$ cat config.mk
export PLATFORM = sky130hd
export DESIGN_NAME = bounded_byte_list_engine
export DESIGN_NICKNAME = d
export VERILOG_FILES = /design/src/rtl/bbl_pkg.sv /design/src/rtl/bounded_byte_list_engine.sv /design/src/rtl/bbl_cell.sv
export SDC_FILE = /design/constraint.sdc
export NUM_CORES = 1
export LEC_CHECK = 0
export ABC_AREA = 1
export BUFFER_PORTS_ARGS = -buffer_cell sky130_fd_sc_hd__buf_2
export CAP_MARGIN = 0
export CORE_UTILIZATION = 25
export DETAILED_ROUTE_END_ITERATION = 6
export GPL_ROUTABILITY_DRIVEN = 0
export PLACE_DENSITY = 0.5
export SLEW_MARGIN = 20
export SYNTH_ARGS = -nofsm -noshare
export SYNTH_HDL_FRONTEND = slang
export SYNTH_HIERARCHICAL = 1
export SYNTH_SLANG_ARGS = --single-unit
$ cat constraint.sdc
create_clock -name clk_i -period 8.34 [get_ports clk_i]
set_clock_uncertainty 0.15 [all_clocks]
set_input_delay 2.085 -clock clk_i [delete_from_list [all_inputs] [get_ports clk_i]]
set_output_delay 2.085 -clock clk_i [all_outputs]
set_load 0.02 [all_outputs]
$ cat src/rtl/bbl_pkg.sv
// ----------------------------------------------------------------------------
// bbl_pkg
// Shared types and constants of the bounded byte list engine: request and
// response items, operation and status codes, controller states and the
// command that the controller broadcasts to the row of list cells.
// ----------------------------------------------------------------------------
package bbl_pkg;

  // Default list capacity
  localparam int unsigned BBL_CAPACITY = 16;

  // Width of the count fields of a response item
  localparam int unsigned BBL_CNT_OUT_W = 5;

  // Request operation codes
  typedef enum logic [2:0] {
    OP_INS_FIRST    = 3'd0,
    OP_INS_MIDDLE   = 3'd1,
    OP_INS_LAST     = 3'd2,
    OP_DEL_FIRST    = 3'd3,
    OP_DEL_ALL      = 3'd4,
    OP_DEL_LAST     = 3'd5,
    OP_CLEAR        = 3'd6,
    OP_QUERY        = 3'd7
  } bbl_op_e;

  // Response status codes
  typedef enum logic [1:0] {
    STAT_OK        = 2'd0,
    STAT_FULL      = 2'd1,
    STAT_EMPTY     = 2'd2,
    STAT_NOT_FOUND = 2'd3
  } bbl_status_e;

  // Controller states
  typedef enum logic {
    ST_IDLE = 1'b0,
    ST_EXEC = 1'b1
  } bbl_state_e;

  // Command broadcast to every list cell
  typedef enum logic [1:0] {
    CELL_HOLD   = 2'd0,
    CELL_INSERT = 2'd1,
    CELL_REMOVE = 2'd2
  } bbl_cell_cmd_e;

  // Request item
  typedef struct packed {
    bbl_op_e    req_type;
    logic [7:0] value;
  } bbl_req_t;

  // Response item
  typedef struct packed {
    bbl_status_e              status;
    logic                     found;
    logic [7:0]               located_value;
    logic [BBL_CNT_OUT_W-1:0] removed_count;
    logic [BBL_CNT_OUT_W-1:0] item_count;
  } bbl_rsp_t;

endpackage

$ cat src/rtl/bounded_byte_list_engine.sv
// ----------------------------------------------------------------------------
// bounded_byte_list_engine
// Ordered list of up to CAPACITY bytes held in a row of cells, with a
// controller that runs insert, delete, clear and query requests.
// ----------------------------------------------------------------------------
// An item is taken when start is high and busy is low. For most requests the
// accepting edge latches the item and enters ST_EXEC, and leaving ST_EXEC
// updates the row and presents the response on rsp_o for one cycle with
// result_valid_o high. Delete-all stays in ST_EXEC while a match is left: the
// row drops one match per cycle, shifting every cell from the first match on.
// busy is low again in the cycle that shows the response, so a new item may be
// taken there. Responses cannot be held off: rsp_o is valid for that one cycle
// only. After reset the list is empty; entries hold no reset value and only
// entries below the fill count are ever used.
module bounded_byte_list_engine #(
  parameter int unsigned CAPACITY = bbl_pkg::BBL_CAPACITY
) (
  input  logic              clk_i,
  input  logic              rst_ni,
  input  logic              start,
  output logic              busy,
  input  bbl_pkg::bbl_req_t req_i,
  output logic              result_valid_o,
  output bbl_pkg::bbl_rsp_t rsp_o
);
  import bbl_pkg::*;

  localparam int unsigned IDX_W = (CAPACITY > 1) ? $clog2(CAPACITY) : 1;
  localparam int unsigned CNT_W = $clog2(CAPACITY + 1);

  bbl_state_e       state_q, state_d;
  bbl_req_t         req_q;
  logic [CNT_W-1:0] count_q, count_d;
  logic [CNT_W-1:0] removed_q, removed_d;
  bbl_rsp_t         rsp_q, rsp_d;
  logic             valid_q;

  logic             accept;
  logic             finish;
  bbl_cell_cmd_e    cell_cmd;
  logic [IDX_W-1:0] ins_pos;
  logic [7:0]       cell_data [CAPACITY];
  logic [CAPACITY:0] seen;
  logic             any_hit;

  assign accept  = start && (state_q == ST_IDLE);
  assign busy    = (state_q != ST_IDLE);
  assign any_hit = seen[CAPACITY];
  assign seen[0] = 1'b0;

  // Row of list cells
  for (genvar i = 0; i < CAPACITY; i++) begin : g_cell
    logic [7:0] left_data;
    logic [7:0] right_data;

    if (i == 0) begin : g_first
      assign left_data = req_q.value;
    end else begin : g_mid_l
      assign left_data = cell_data[i-1];
    end

    if (i == CAPACITY - 1) begin : g_last
      assign right_data = cell_data[i];
    end else begin : g_mid_r
      assign right_data = cell_data[i+1];
    end

    bbl_cell #(
      .INDEX (i),
      .IDX_W (IDX_W),
      .CNT_W (CNT_W)
    ) u_cell (
      .clk_i        (clk_i),
      .cmd_i        (cell_cmd),
      .ins_pos_i    (ins_pos),
      .count_i      (count_q),
      .value_i      (req_q.value),
      .left_data_i  (left_data),
      .right_data_i (right_data),
      .seen_i       (seen[i]),
      .seen_o       (seen[i+1]),
      .data_o       (cell_data[i])
    );
  end

  // Advance the controller
  always_comb begin
    state_d = state_q;
    case (state_q)
      ST_IDLE: begin
        if (start) begin
          state_d = ST_EXEC;
        end
      end
      ST_EXEC: begin
        if (finish) begin
          state_d = ST_IDLE;
        end
      end
      default: begin
        state_d = ST_IDLE;
      end
    endcase
  end

  // Decode the request into a cell command, new counts and the response
  always_comb begin
    finish    = 1'b0;
    cell_cmd  = CELL_HOLD;
    ins_pos   = '0;
    count_d   = count_q;
    removed_d = removed_q;
    rsp_d     = rsp_q;

    if (state_q == ST_EXEC) begin
      finish           = 1'b1;
      rsp_d.status     = STAT_OK;
      rsp_d.found      = 1'b0;
      rsp_d.located_value = '0;
      removed_d        = '0;
      case (req_q.req_type)
        OP_INS_FIRST, OP_INS_MIDDLE, OP_INS_LAST: begin
          if (count_q >= CNT_W'(CAPACITY)) begin
            rsp_d.status = STAT_FULL;
          end else begin
            cell_cmd = CELL_INSERT;
            count_d  = count_q + 1'b1;
            if (req_q.req_type == OP_INS_FIRST) begin
              ins_pos = '0;
            end else if (req_q.req_type == OP_INS_MIDDLE) begin
              ins_pos = IDX_W'(count_q >> 1);
            end else begin
              ins_pos = IDX_W'(count_q);
            end
          end
        end
        OP_DEL_FIRST: begin
          if (count_q == '0) begin
            rsp_d.status = STAT_EMPTY;
          end else if (any_hit) begin
            cell_cmd  = CELL_REMOVE;
            count_d   = count_q - 1'b1;
            removed_d = CNT_W'(1);
          end else begin
            rsp_d.status = STAT_NOT_FOUND;
          end
        end
        OP_DEL_ALL: begin
          // drop one match per cycle until none is left
          if ((count_q == '0) && (removed_q == '0)) begin
            rsp_d.status = STAT_EMPTY;
          end else if (any_hit) begin
            finish    = 1'b0;
            cell_cmd  = CELL_REMOVE;
            count_d   = count_q - 1'b1;
            removed_d = removed_q + 1'b1;
          end else begin
            removed_d = removed_q;
          end
        end
        OP_DEL_LAST: begin
          if (count_q == '0) begin
            rsp_d.status = STAT_EMPTY;
          end else begin
            count_d   = count_q - 1'b1;
            removed_d = CNT_W'(1);
          end
        end
        OP_CLEAR: begin
          count_d   = '0;
          removed_d = count_q;
        end
        OP_QUERY: begin
          rsp_d.found         = any_hit;
          rsp_d.located_value = any_hit ? req_q.value : 8'h00;
        end
        default: begin
          rsp_d.status = STAT_OK;
        end
      endcase
      rsp_d.removed_count = BBL_CNT_OUT_W'(removed_d);
      rsp_d.item_count    = BBL_CNT_OUT_W'(count_d);
    end else if (accept) begin
      removed_d = '0;
    end
  end

  // Control registers
  always_ff @(posedge clk_i or negedge rst_ni) begin
    if (!rst_ni) begin
      state_q   <= ST_IDLE;
      count_q   <= '0;
      removed_q <= '0;
      valid_q   <= 1'b0;
    end else begin
      state_q   <= state_d;
      count_q   <= count_d;
      removed_q <= removed_d;
      valid_q   <= (state_q == ST_EXEC) && finish;
    end
  end

  // Hold the request and response payloads
  always_ff @(posedge clk_i) begin
    if (accept) begin
      req_q <= req_i;
    end
    rsp_q <= rsp_d;
  end

  assign result_valid_o = valid_q;
  assign rsp_o          = rsp_q;

  // Fill count stays within capacity
  assert property (@(posedge clk_i) disable iff (!rst_ni)
    count_q <= CNT_W'(CAPACITY))
    else $error("fill count above capacity");

  // An accepted item makes the engine busy on the next cycle
  assert property (@(posedge clk_i) disable iff (!rst_ni)
    accept |=> busy)
    else $error("accepted item did not start execution");

  // A response reports the fill count that the list now holds
  assert property (@(posedge clk_i) disable iff (!rst_ni)
    result_valid_o |-> (rsp_o.item_count == BBL_CNT_OUT_W'(count_q)))
    else $error("response item count differs from fill count");

  // A response only follows execution
  assert property (@(posedge clk_i) disable iff (!rst_ni)
    result_valid_o |-> $past(state_q == ST_EXEC))
    else $error("response without execution");

endmodule

$ cat src/rtl/bbl_cell.sv
// ----------------------------------------------------------------------------
// bbl_cell
// One list entry. Compares its byte against the request value, passes the
// running "match seen" flag to its right neighbor, and on insert loads the request
// value or its left neighbor's byte, or on removal its right neighbor's byte.
// ----------------------------------------------------------------------------
module bbl_cell #(
  parameter int unsigned INDEX = 0,
  parameter int unsigned IDX_W = 4,
  parameter int unsigned CNT_W = 5
) (
  input  logic                   clk_i,
  input  bbl_pkg::bbl_cell_cmd_e cmd_i,
  input  logic [IDX_W-1:0]       ins_pos_i,
  input  logic [CNT_W-1:0]       count_i,
  input  logic [7:0]             value_i,
  input  logic [7:0]             left_data_i,
  input  logic [7:0]             right_data_i,
  input  logic                   seen_i,
  output logic                   seen_o,
  output logic [7:0]             data_o
);
  import bbl_pkg::*;

  logic [7:0] data_q, data_d;
  logic       occupied;
  logic       hit;

  // Match only entries below the fill count
  assign occupied = (count_i > CNT_W'(INDEX));
  assign hit      = occupied && (data_q == value_i);
  assign seen_o   = seen_i | hit;
  assign data_o   = data_q;

  // Select the next byte of this entry
  always_comb begin
    data_d = data_q;
    case (cmd_i)
      CELL_INSERT: begin
        if (ins_pos_i == IDX_W'(INDEX)) begin
          data_d = value_i;
        end else if (IDX_W'(INDEX) > ins_pos_i) begin
          data_d = left_data_i;
        end
      end
      CELL_REMOVE: begin
        if (seen_o) begin
          data_d = right_data_i;
        end
      end
      default: begin
        data_d = data_q;
      end
    endcase
  end

  // Hold the entry byte
  always_ff @(posedge clk_i) begin
    data_q <= data_d;
  end

endmodule
# Word-level counts from Yosys, hierarchy flattened
# Index checks and enable logic that the tools add are counted.
# W data, S select, Z words.
[op_classes]
bitwise = 16
n_eq_ne = 70
mux = 100
addsub = 3
n_lt_le_gt_ge = 33
reduce_logical = 44
[op_table]
columns = ["cell", "n"]
rows = [
  ["$mux W8", 47],
  ["$pmux W8 S2", 15],
  ["$eq A8 B8 Y1", 16],
  ["$mux W5", 9],
  ["$ne A3 B1 Y1 const B", 15],
  ["$reduce_and A3 Y1", 15],
  ["$gt A5 B4 Y1 const B", 8],
  ["$eq A4 B4 Y1 const B", 8],
  ["$gt A4 B4 Y1 const A", 8],
  ["$ne A2 B1 Y1 const B", 15],
  ["$pmux W5 S5", 1],
  ["$gt A5 B3 Y1 const B", 4],
  ["$mux W4", 5],
  ["$pmux W5 S4", 1],
  ["$logic_and A1 B1 Y1", 19],
  ["$eq A4 B3 Y1 const B", 4],
  ["$gt A3 B4 Y1 const A", 4],
  ["$mux W2", 8],
  ["$or A1 B1 Y1", 15],
  ["$eq A3 B3 Y1 const B", 4],
  ["$mux W1", 11],
  ["$add A5 B1 Y5 const B", 2],
  ["$gt A5 B1 Y1 const B", 2],
  ["$gt A5 B2 Y1 const B", 2],
  ["other kinds (20)", 28],
]
[totals]
in_bits = 14
word_cells = 293
reg_bits = 172

# Depth between registers and ports, before layout
# Gate-level depths: netlist of the first run.
[depth]
depth_word = 24
ltp_mapped = 39
depth_no_buf = 38

# Hierarchy
# The synthesis of the first run kept the hierarchy.
[modules_own_cells]
columns = ["module", "cells_each", "area_per_inst_um2", "instances"]
rows = [
  ["bounded_byte_list_engine", 242, 2314.7, 1],
  ["bbl_cell (g_cell[3].u_cell ...)", 95, 624.3, 2],
  ["bbl_cell (g_cell[13].u_cell)", 95, 631.9, 1],
  ["bbl_cell (g_cell[1].u_cell)", 96, 629.4, 1],
  ["bbl_cell (g_cell[15].u_cell)", 89, 626.9, 1],
  ["bbl_cell (g_cell[14].u_cell)", 96, 624.3, 1],
  ["bbl_cell (g_cell[12].u_cell)", 94, 623.1, 1],
  ["bbl_cell (g_cell[2].u_cell)", 95, 623.1, 1],
  ["bbl_cell (g_cell[4].u_cell)", 97, 621.8, 1],
  ["bbl_cell (g_cell[7].u_cell)", 89, 620.6, 1],
  ["bbl_cell (g_cell[11].u_cell)", 86, 614.3, 1],
  ["bbl_cell (g_cell[9].u_cell)", 95, 614.3, 1],
  ["bbl_cell (g_cell[0].u_cell)", 94, 611.8, 1],
  ["bbl_cell (g_cell[8].u_cell)", 87, 610.6, 1],
  ["+2 rows", "--", "--", "--"],
]

# Worst setup path after synthesis of the first run
# Ideal clock, no wire load.
[synth_path]
path_type = "flip-flop to flip-flop"
from = "reg state_q, in the netlist busy"
to = "reg g_cell[4].u_cell.data_q[0] (enable)"
arrival_ns = 6.012
slack_ns = 1.880
period_less_slack_ns = 6.460
stages_incl_launch_ff = 11
required_ns = 7.893
setup_ns = 0.297
cell_sequence = "dfrtp_1 -> clkbuf_1 -> inv_1 -> nor2_2 -> nand2_1 -> a211oi_1 -> nor2_1 -> nand2_2 -> o21ai_0 -> nand3_1 -> nand2_1"
[synth_between]
elab_chain_cells = 4
[synth_lines]
columns = ["element", "line", "text"]
rows = [
  ["from (decl)", "bounded_byte_list_engine.sv:31", "bbl_state_e state_q, state_d;"],
  ["from (signal assigned)", "bounded_byte_list_engine.sv:196", "state_q <= state_d;"],
  ["$mux W2 *", "bounded_byte_list_engine.sv:115", "if (state_q == ST_EXEC) begin"],
  ["net cell_cmd[0]", "bounded_byte_list_engine.sv:40", "bbl_cell_cmd_e cell_cmd;"],
  ["$eq A2 B1 Y1 / $eq A2 B2 Y1 (equally long branches)", "bbl_cell.sv:38", "case (cmd_i)"],
  ["$ne A3 B1 Y1 (no source line) (tied with other cells)", "--", ""],
  ["$reduce_and A3 Y1 (no source line) *", "--", ""],
  ["to (signal assigned)", "bbl_cell.sv:59", "data_q <= data_d;"],
  ["to (decl)", "bbl_cell.sv:25", "logic [7:0] data_q, data_d;"],
]
# The timed path passes the listed nets; every way through them passes the cells marked *.
# A chain may end at the register's enable or synchronous reset.

# Worst setup path in the final report of the first run
[layout_path]
from = "reg req_q (netlist bit g_cell[0].left_data[5])"
to = "reg g_cell[10].u_cell.data_q[2] (enable)"
[layout_between]
elab_chain_cells = 24
[layout_lines]
columns = ["element", "line", "text"]
rows = [
  ["from (decl)", "bounded_byte_list_engine.sv:32", "bbl_req_t req_q;"],
  ["from (signal assigned)", "bounded_byte_list_engine.sv:206", "req_q <= req_i;"],
  ["$eq A8 B8 Y1", "bbl_cell.sv:31", "assign hit = occupied && (data_q == value_i);"],
  ["$logic_and A1 B1 Y1", "bbl_cell.sv:31", ""],
  ["$or A1 B1 Y1", "bbl_cell.sv:32", "assign seen_o = seen_i | hit;"],
  ["$or A1 B1 Y1 *", "bbl_cell.sv:32", ""],
  ["net seen[3]", "bounded_byte_list_engine.sv:43", "logic [CAPACITY:0] seen;"],
  ["$or A1 B1 Y1 *", "bbl_cell.sv:32", ""],
  ["net seen[4]", "bounded_byte_list_engine.sv:43", ""],
  ["$or A1 B1 Y1 *", "bbl_cell.sv:32", ""],
  ["net seen[5]", "bounded_byte_list_engine.sv:43", ""],
  ["(+1 left out)", "--", ""],
  ["net seen[6]", "bounded_byte_list_engine.sv:43", ""],
  ["(+1 left out)", "--", ""],
  ["net seen[7]", "bounded_byte_list_engine.sv:43", ""],
  ["(+1 left out)", "--", ""],
  ["net seen[8]", "bounded_byte_list_engine.sv:43", ""],
  ["(+1 left out)", "--", ""],
  ["net seen[9]", "bounded_byte_list_engine.sv:43", ""],
  ["(+1 left out)", "--", ""],
  ["net seen[10]", "bounded_byte_list_engine.sv:43", ""],
  ["(+1 left out)", "--", ""],
  ["net seen[11]", "bounded_byte_list_engine.sv:43", ""],
  ["(+1 left out)", "--", ""],
  ["net seen[12]", "bounded_byte_list_engine.sv:43", ""],
  ["(+1 left out)", "--", ""],
  ["net seen[13]", "bounded_byte_list_engine.sv:43", ""],
  ["(+1 left out)", "--", ""],
  ["net seen[14]", "bounded_byte_list_engine.sv:43", ""],
  ["(+1 left out)", "--", ""],
  ["net seen[15]", "bounded_byte_list_engine.sv:43", ""],
  ["(+1 left out)", "--", ""],
  ["net any_hit", "bounded_byte_list_engine.sv:44", "logic any_hit;"],
  ["$mux W2 *", "bounded_byte_list_engine.sv:140, bounded_byte_list_engine.sv:152", ""],
  ["$mux W2, on equally long branches", "bounded_byte_list_engine.sv:150, bounded_byte_list_engine.sv:138", ""],
  ["$pmux W2 S3 *", "bounded_byte_list_engine.sv:121", "case (req_q.req_type)"],
  ["$mux W2 *", "bounded_byte_list_engine.sv:115", ""],
  ["net cell_cmd[1]", "bounded_byte_list_engine.sv:40", ""],
  ["$eq A2 B1 Y1 / $eq A2 B2 Y1 (equally long branches)", "bbl_cell.sv:38", ""],
  ["$ne A3 B1 Y1 (no source line) (tied with other cells)", "--", ""],
  ["$reduce_and A3 Y1 (no source line) *", "--", ""],
  ["to (signal assigned)", "bbl_cell.sv:59", ""],
  ["to (decl)", "bbl_cell.sv:25", ""],
]
# Marks and branches as above.

==> results of run 1 <==
## tightest hold or removal path, stage by stage (launching register included)
cell and delay (ns):
dfrtp_1 0.39, nand2_1 0.07, nand2_1 0.06
## synth_stat cells (12+ instances only)
master / number / area share, %
nand2_1: 590 / 18
nor2_1: 277 / 8.5
inv_1: 252 / 7.8
edfxtp_1: 160 / 39
a31oi_1: 105 / 5.4
nand3_1: 46 / 1.9
o21ai_0: 36 / 1.5
a21oi_1: 24 / 0.98
inv_2: 22 / 0.68
xor2_1: 21 / 1.5
xnor2_1: 19 / 1.4
nor2_2: 17 / 0.87
dfrtp_1: 12 / 2.5
nand4_1: 12 / 0.62
o21ai_1: 12 / 0.49
## area by class of cell
| type | count | area share, % |
|---|---|---|
| Clock inverter | 9 | 1.005 |
| Tap cell | 615 | 5.619 |
| Clock buffer | 23 | 3.417 |
| Timing Repair Buffer | 51 | 2.138 |
| Inverter | 280 | 7.784 |
| Multi-Input combinational cell | 1234 | 42.76 |
| Sequential cell | 172 | 37.27 |
## through the flow
stage,util [%],area [um2],cells
2_1_floorplan,-,12200,1711
3_3_place_gp,27.30,13090,2352
3_5_place_dp,27.30,13090,2352
4_1_cts,28.56,13700,2384
5_1_grt,28.56,13700,2384
6_report,28.56,13700,2384
## registers in the layout (all words and copies together) (netlist names)
name	cells
g_cell.left_data	8
count_q	5
g_cell.u_cell/data_o	128
rsp_o	21
req_q	3
result_valid_o	1
busy	1
removed_q	5
## power breakdown
part / switching (uW) / internal [uW]
clock network: 366 / 490
registers: 259 / 1300
logic: 1000 / 449
total: 1630 / 2240
## layer usage
layer | track usage (%) | wire length, um
met1 | 20.65 | 17720
met2 | 23.56 | 16120
met3 | 2.265 | 1413
met4 | 3.248 | 334
met5 | 0 | 0
## cells by family (layout without fill, tap and decap cells)
group	Yosys count	after routing	share of synthesized area, %
DFF	172	172	41.85
AOI/OAI and AO/OA	200	200	10.05
other	1	1	0.03074
adders and majority gates	4	4	0.4103
xor gates and xnor gates	40	40	2.872
buffers and inverters	305	363	10.52
and+or+nand+nor	989	989	34.26
## how the worst max path moves through the flow
stage	from	endpoint	slack [ns]	cells past startpoint
after CTS	g_cell[0].left_data[5]$_DFFE_PP_	g_cell[10].u_cell/data_o[7]$_DFFE_PP_	2.48	33
after floorplan	busy$_DFF_PN0_	g_cell[4].u_cell/data_o[0]$_DFFE_PP_	1.88	10
after detailed placement	g_cell[0].left_data[5]$_DFFE_PP_	g_cell[10].u_cell/data_o[0]$_DFFE_PP_	2.49	33
after global routing	g_cell[0].left_data[5]$_DFFE_PP_	g_cell[10].u_cell/data_o[6]$_DFFE_PP_	2.05	33
after global placement	g_cell[0].left_data[5]$_DFFE_PP_	g_cell[10].u_cell/data_o[0]$_DFFE_PP_	2.54	33
final	g_cell[0].left_data[5]$_DFFE_PP_	g_cell[10].u_cell/data_o[2]$_DFFE_PP_	2.51	33
==> flow_summary.ini, run 1 <==
[run_status]
status = finished, final reports clean

[cells_and_area]
fin_nets = 1774
antenna_cells = 0
fill_cells = 5159
final_layout_size_suffix_gt1_share_pct = 9.949
multi_input_area_um2 = 5857
area_growth_pct = 12.28
regArea_um2 = 5105
layout_commonest_cell = nand2_1
layout_common_cells = nand2_1 (590), nor2_1 (277), inv_1 (252)

[sta]
holdWs_ns = 0.3922
finalSetupViolations = 0
worstMarginPinSlew_ns = 0.9737
rsz0062_at_grt = false
period_share_pct = 69.87
fin_ws_ns = 2.513
min_period_ns = 5.827
relSlewSlack_pct = 34.85
timing.fmax_mhz = 171.6
tns_ns = 0
drv_slew = 0
hold_viol_final = 0

[cts]
clk_latency_ns = 0.45
tritoncts = built
post-cts-setup-buffers = 0
clk_pin_slew_ns = 0.07
clock_path_buffers = 2
htree_num_levels = 4
cts-buffers-inserted = 17
cts_sinks = 172
hold_buffers = 0
ctsResizeCount = 0
cts_root_buf = clkbuf_16

[grt]
grt_pass1_vias = 10240
grt_start_max_net_pins = 46
overflow = 0
grt_pass1_wl_um = 57740
grt_use_total_pct = 14.67
antenna_found_initial = 0

[yosys]
syn-cell-area_um2 = 12200
ys_seq_elements = 172
yosys_warnings = 6
ys_types = 47
avgSynthCellArea_um2 = 7.129
synth-seq-area-share_pct = 41.85
synth_flop_cell = edfxtp_1
async_reset_ff_share_pct = 6.977
syn_nets = 1729
syn_inst = 1711
synth-edff-count = 160

[worst_setup_path]
path_delay_family = simple AND/OR/NAND/NOR gates
crit_top_cell = nand2_1
crit_fanout = 26
cp_num_buf_inv = 10
rr_endpoint = g_cell[10].u_cell/data_o[2]$_DFFE_PP_
critPathLaunchType = register
reg2reg_from = g_cell[0].left_data[5]$_DFFE_PP_
r2r_slack_ns = 2.51
reg2reg_depth = 33
max_stage_delay_ns = 0.96
cp_data_required_time_ns = 8.33
crit_slowest_cell = edfxtp_1
end_kind = register
critical_path_class = register to register
worstPathArrival_ns = 5.82

[power]
power_density_nw_per_um2 = 282.5
power.total_uw = 3869
p_leak_uw = 0.006296
worst_ir_drop_vdd_uv = 137.9

[placement]
io_buffers = 36
hpwl_um = 25430
pre_cts_ws_ns = 2.492

[routing]
drtIter0Drc = 894
vias = 10820
wl_per_cell_um = 14.93
routed_wirelength_um = 35590
drc = 0
ant_nets = 0
via_per_inst = 4.536
dr.pass1.iters = 5

[floorplanning]
start_util_pct = 25.44
die_area_um2 = 49680
num_rows = 80
die_y_um = 222.9
die_w_um = 222.9
pin_count = 37
core_area_um2 = 47950

[flow_run]
maxCapViolCount = 0

[hold_path]
hold_start = removed_q[4]$_DFFE_PN0P_
hold_path_depth = 2
hold_path_class = register to register
holdPathEnd = removed_q[4]$_DFFE_PN0P_
No activity file was read; power rests on OpenSTA's default activity.
==> inputs of run 2 (changes only) <==
--- a/config.mk
+++ b/config.mk
@@ -11,7 +11,7 @@
 export CORE_UTILIZATION = 25
 export DETAILED_ROUTE_END_ITERATION = 6
 export GPL_ROUTABILITY_DRIVEN = 0
-export PLACE_DENSITY = 0.5
+export PLACE_DENSITY = 0.51
 export SLEW_MARGIN = 20
 export SYNTH_ARGS = -nofsm -noshare
 export SYNTH_HDL_FRONTEND = slang
==> constraint.sdc (replaced) <==
create_clock -name clk_i -period 5.3 [get_ports clk_i]
set_clock_uncertainty 0.15 [all_clocks]
set_input_delay 1.325 -clock clk_i [delete_from_list [all_inputs] [get_ports clk_i]]
set_output_delay 1.325 -clock clk_i [all_outputs]
set_load 0.02 [all_outputs]
==> run 2 against run 1 <==
Effect of this change:
- fmax up 19%
- sequential share of layout area is 0.51 points lower
- clock power is 44% higher
- critical endpoint is now g_cell[6].u_cell/data_o[0]$_DFFE_PP_
==> flow_summary.ini, run 2 (synthesized netlist as in run 1, its figures left out) <==
[cts]
cts-buffers-inserted = 17
hold_buffers = 0
cts_sinks = 172
clk_pin_slew_ns = 0.07
htree_num_levels = 4
cts_root_buf = clkbuf_16
clock_path_buffers = 2
clk_latency_ns = 0.45
tritoncts = built

[worst_setup_path]
reg2reg_depth = 32
r2r_slack_ns = 0.42
critPathLaunchType = register
reg2reg_from = g_cell[0].left_data[3]$_DFFE_PP_
critical_path_class = register to register
crit_fanout = 27
max_stage_delay_ns = 0.41
rr_endpoint = g_cell[6].u_cell/data_o[0]$_DFFE_PP_
worstPathArrival_ns = 4.90
end_kind = register
crit_slowest_cell = edfxtp_1
cp_data_required_time_ns = 5.32

[hold_path]
holdPathEnd = removed_q[4]$_DFFE_PN0P_
hold_path_depth = 2
hold_start = removed_q[4]$_DFFE_PN0P_
hold_path_class = register to register

[cells_and_area]
final_layout_size_suffix_gt1_share_pct = 11.63
layout_common_cells = nand2_1 (586), nor2_1 (277), inv_1 (248)
instances_no_fill = 2404
layout_commonest_cell = nand2_1
antenna_cells = 0
final_cell_area_um2 = 13890
largest_reg_flops = 128
area_growth_pct = 13.84
fin_nets = 1794

[floorplanning]
pin_count = 37
num_rows = 80
die_area_um2 = 49680
die_y_um = 222.9
start_util_pct = 25.44
die_w_um = 222.9
core_area_um2 = 47950

[power]
power.total_uw = 6079
worst_ir_drop_vdd_uv = 298.5
power_density_nw_per_um2 = 437.8
p_leak_uw = 0.006394

[sta]
relSlewSlack_pct = 42.50
worstMarginPinSlew_ns = 0.8593
period_share_pct = 92.02
finalSetupViolations = 0
drv_slew = 0
hold_viol_final = 0
timing.fmax_mhz = 205.0
min_period_ns = 4.877

[routing]
routed_wirelength_um = 36660
drc = 0
vias = 10990
wl_per_cell_um = 15.25
dr.pass1.iters = 5
drtIter0Drc = 965
via_per_inst = 4.570
ant_nets = 0

[placement]
io_buffers = 36
post-place-cells = 2368
placed_cell_area_um2 = 13250
hpwl_um = 26340

[grt]
overflow = 0
antenna_found_initial = 0
grt_start_max_net_pins = 43
grt_pass1_wl_um = 58170
grt_use_total_pct = 14.87
grt_pass1_vias = 10430

[flow_run]
maxCapViolCount = 0

[run_status]
status = finished, final reports clean
==> run 2: report_power, final <==
part           internal (uW)  switching [uW]
clock                    649             580
combinational            762            1680
sequential              2050             356
==> run 2: routing by layer <==
metal,GRT usage [%],wire (um),up-vias
met5,0,0,-
met2,24.41,17190,219
met4,3.471,319,0
met3,2.186,1436,21
li1,-,-,5580
met1,20.51,17710,5167
==> run 2: layout make-up <==
cell class	count	area [um2]
Clock buffer	18	429.2
Clock inverter	14	122.6
Fill cell	5125	34060
Inverter	280	1077
Multi-Input combinational cell	1234	5889
Sequential cell	172	5105
Tap cell	615	769.5
Timing Repair Buffer	70	485.5
Timing Repair inverter	1	7.507
==> run 2: repair_timing <==
action | CTS | global route
endpoints found under the setup margin | 0 | 120
resized for setup | 0 | 16
setup buffers | 0 | 2
==> run 2: through the flow <==
step / worst slack, ns / setup TNS (ns) / hold slack [ns] / utilization, %
finish: 0.4229 / 0 / 0.3901 / 28.96
global placement: 0.3331 / 0 / 0.3649 / 27.63
global route: -0.002361 / -0.004383 / 0.4237 / 28.96
CTS: 0.2758 / 0 / 0.3890 / 28.78
floorplan: 0.07335 / 0 / 0.3405 / -
detailed placement: 0.3057 / 0 / 0.3678 / 27.63
==> run 2: worst max path at each step <==
stage | endpoint | from | slack, ns
final | g_cell[6].u_cell/data_o[0]$_DFFE_PP_ | g_cell[0].left_data[3]$_DFFE_PP_ | 0.42
after global routing | g_cell[11].u_cell/data_o[6]$_DFFE_PP_ | g_cell[0].left_data[6]$_DFFE_PP_ | -0.002
after CTS | g_cell[15].u_cell/data_o[0]$_DFFE_PP_ | g_cell[0].left_data[3]$_DFFE_PP_ | 0.28
after detailed placement | g_cell[12].u_cell/data_o[3]$_DFFE_PP_ | g_cell[0].left_data[3]$_DFFE_PP_ | 0.31
after global placement | g_cell[11].u_cell/data_o[6]$_DFFE_PP_ | g_cell[0].left_data[3]$_DFFE_PP_ | 0.33
after floorplan | g_cell[0].u_cell/data_o[0]$_DFFE_PP_ | busy$_DFF_PN0_ | 0.07
==> run 2: critical path, delay by kind of cell, from the launching register on <==
family / cells / cell delay, ns
buf+inv: 11 / 1.60
simple gates: 13 / 0.99
compound gates: 8 / 1.39
flops: 1 / 0.41
==> inputs of run 3 (changes only) <==
--- a/config.mk
+++ b/config.mk
@@ -11,7 +11,7 @@
 export CORE_UTILIZATION = 25
 export DETAILED_ROUTE_END_ITERATION = 6
 export GPL_ROUTABILITY_DRIVEN = 0
-export PLACE_DENSITY = 0.51
+export PLACE_DENSITY = 0.5
 export SLEW_MARGIN = 20
 export SYNTH_ARGS = -nofsm -noshare
 export SYNTH_HDL_FRONTEND = slang
==> constraint.sdc (replaced) <==
create_clock -name clk_i -period 4.6 [get_ports clk_i]
set_clock_uncertainty 0.15 [all_clocks]
set_input_delay 1.15 -clock clk_i [delete_from_list [all_inputs] [get_ports clk_i]]
set_output_delay 1.15 -clock clk_i [all_outputs]
set_load 0.02 [all_outputs]
==> run 3 against run 2 <==
Effect of this change:
- worst hold slack better by 0.030 ns
- die area stayed put
- register-to-register slack worse by 0.22 ns
- total power is 20% higher
- largest cell class unchanged
==> flow_summary.ini, run 3 (synthesized netlist as in run 1, its figures left out) <==
[run_status]
status = finished, final reports clean

[cells_and_area]
instances_no_fill = 2431
layout_commonest_cell = nand2_1
fin_nets = 1821
final_layout_size_suffix_gt1_share_pct = 15.42
multi_input_area_um2 = 6103
area_growth_pct = 18.25
layout_common_cells = nand2_1 (567), nor2_1 (266), inv_1 (236)
fill_cells = 5117
fin_util_pct = 30.08
antenna_cells = 0
regArea_um2 = 5105
largest_reg_flops = 128

[cts]
tritoncts = built
htree_num_levels = 4
cts_sinks = 172
cts-buffers-inserted = 17
clock_path_buffers = 2
clk_latency_ns = 0.46
hold_buffers = 0
cts_root_buf = clkbuf_16
clk_pin_slew_ns = 0.08

[sta]
drv_slew = 0
worstMarginPinSlew_ns = 0.9001
rsz0062_at_grt = true
timing.fmax_mhz = 227.3
hold_viol_final = 0
relSlewSlack_pct = 39.77
min_period_ns = 4.399
finalSetupViolations = 0
period_share_pct = 95.63
holdWs_ns = 0.4201

[hold_path]
hold_path_depth = 2
hold_path_class = register to register

[worst_setup_path]
crit_start = g_cell[0].left_data[1]$_DFFE_PP_
critical_path_class = register to register
reg2reg_depth = 38
critPathLaunchType = register
crit_fanout = 8
r2r_slack_ns = 0.20
end_kind = register
max_stage_delay_ns = 0.43
crit_slowest_cell = edfxtp_1
reg2reg_from = g_cell[0].left_data[1]$_DFFE_PP_
crit_end = g_cell[11].u_cell/data_o[6]$_DFFE_PP_
worstPathArrival_ns = 4.45
rr_endpoint = g_cell[11].u_cell/data_o[6]$_DFFE_PP_
cp_data_required_time_ns = 4.65

[routing]
vias = 11010
drtIter0Drc = 889
via_per_inst = 4.529
routed_wirelength_um = 36130
dr.pass1.iters = 5
drc = 0
wl_per_cell_um = 14.86
ant_nets = 0

[power]
power.total_uw = 7297
worst_ir_drop_vdd_uv = 303.7
power_density_nw_per_um2 = 505.9
p_leak_uw = 0.006560

[grt]
grt_use_total_pct = 14.51
antenna_found_initial = 0
overflow = 0
grt_pass1_wl_um = 56770
grt_start_max_net_pins = 38
grt_pass1_vias = 9955

[placement]
io_buffers = 36
post-place-cells = 2381
hpwl_um = 26740

[floorplanning]
num_rows = 80
core_area_um2 = 47950
pin_count = 37
die_area_um2 = 49680
die_y_um = 222.9
start_util_pct = 25.44
die_w_um = 222.9

[flow_run]
maxCapViolCount = 0
==> run 3: critical path, delay by kind of cell (launching register included) <==
kind	cells	cell delay, ns
compound gates	9	1.27
buf+inv	13	1.09
flops	1	0.43
simple gates	16	1.19
==> run 3: timing repair <==
action | in CTS | in global routing
setup endpoints to repair | 0 | 276
gates resized for setup | 0 | 50
buffers inserted | 0 | 15
==> run 3: per-stage QoR <==
step | area, um2 | worst slack (ns) | TNS [ns]
6_report | 14420 | 0.2012 | 0
5_1_grt | 14420 | -0.07220 | -0.4364
4_1_cts | 14120 | 0.0004881 | 0
3_5_place_dp | 13490 | 0.02389 | 0
3_3_place_gp | 13490 | 0.07168 | 0
2_1_floorplan | 12440 | -0.1620 | -19.00
==> run 3: how the worst min path moves through the flow <==
stage                        startpoint                        to  slack [ns]
2_1_floorplan  removed_q[4]$_DFFE_PN0P_  removed_q[4]$_DFFE_PN0P_        0.34
3_3_place_gp   removed_q[4]$_DFFE_PN0P_  removed_q[4]$_DFFE_PN0P_        0.39
3_5_place_dp   removed_q[4]$_DFFE_PN0P_  removed_q[4]$_DFFE_PN0P_        0.38
4_1_cts                          rst_ni  result_valid_o$_DFF_PN0_        0.41
5_1_grt                          rst_ni  result_valid_o$_DFF_PN0_        0.43
6_report       removed_q[4]$_DFFE_PN0P_  removed_q[4]$_DFFE_PN0P_        0.42
==> run 3: metal layers <==
layer | share of wire [%] | global-route usage, %
met5 | 0 | 0
met4 | 0.95 | 3.471
met3 | 3.7 | 2.173
met2 | 46 | 23.11
met1 | 49 | 20.52
==> run 3: area by class of cell <==
| class | instances | area share (%) |
|---|---|---|
| sequential | 172 | 35.39 |
| timing repair buffer | 96 | 4.962 |
| multi-input combinational | 1234 | 42.31 |
| tap | 615 | 5.335 |
| timing repair inverter | 2 | 0.09542 |
| inverter | 280 | 7.547 |
| clock buffer | 17 | 2.949 |
| clock inverter | 15 | 1.405 |
==> run 3: power breakdown <==
group	total (uW)	internal (uW)	switching, uW
clock network	1600	877	722
registers	2760	2360	397
logic	2940	958	1980
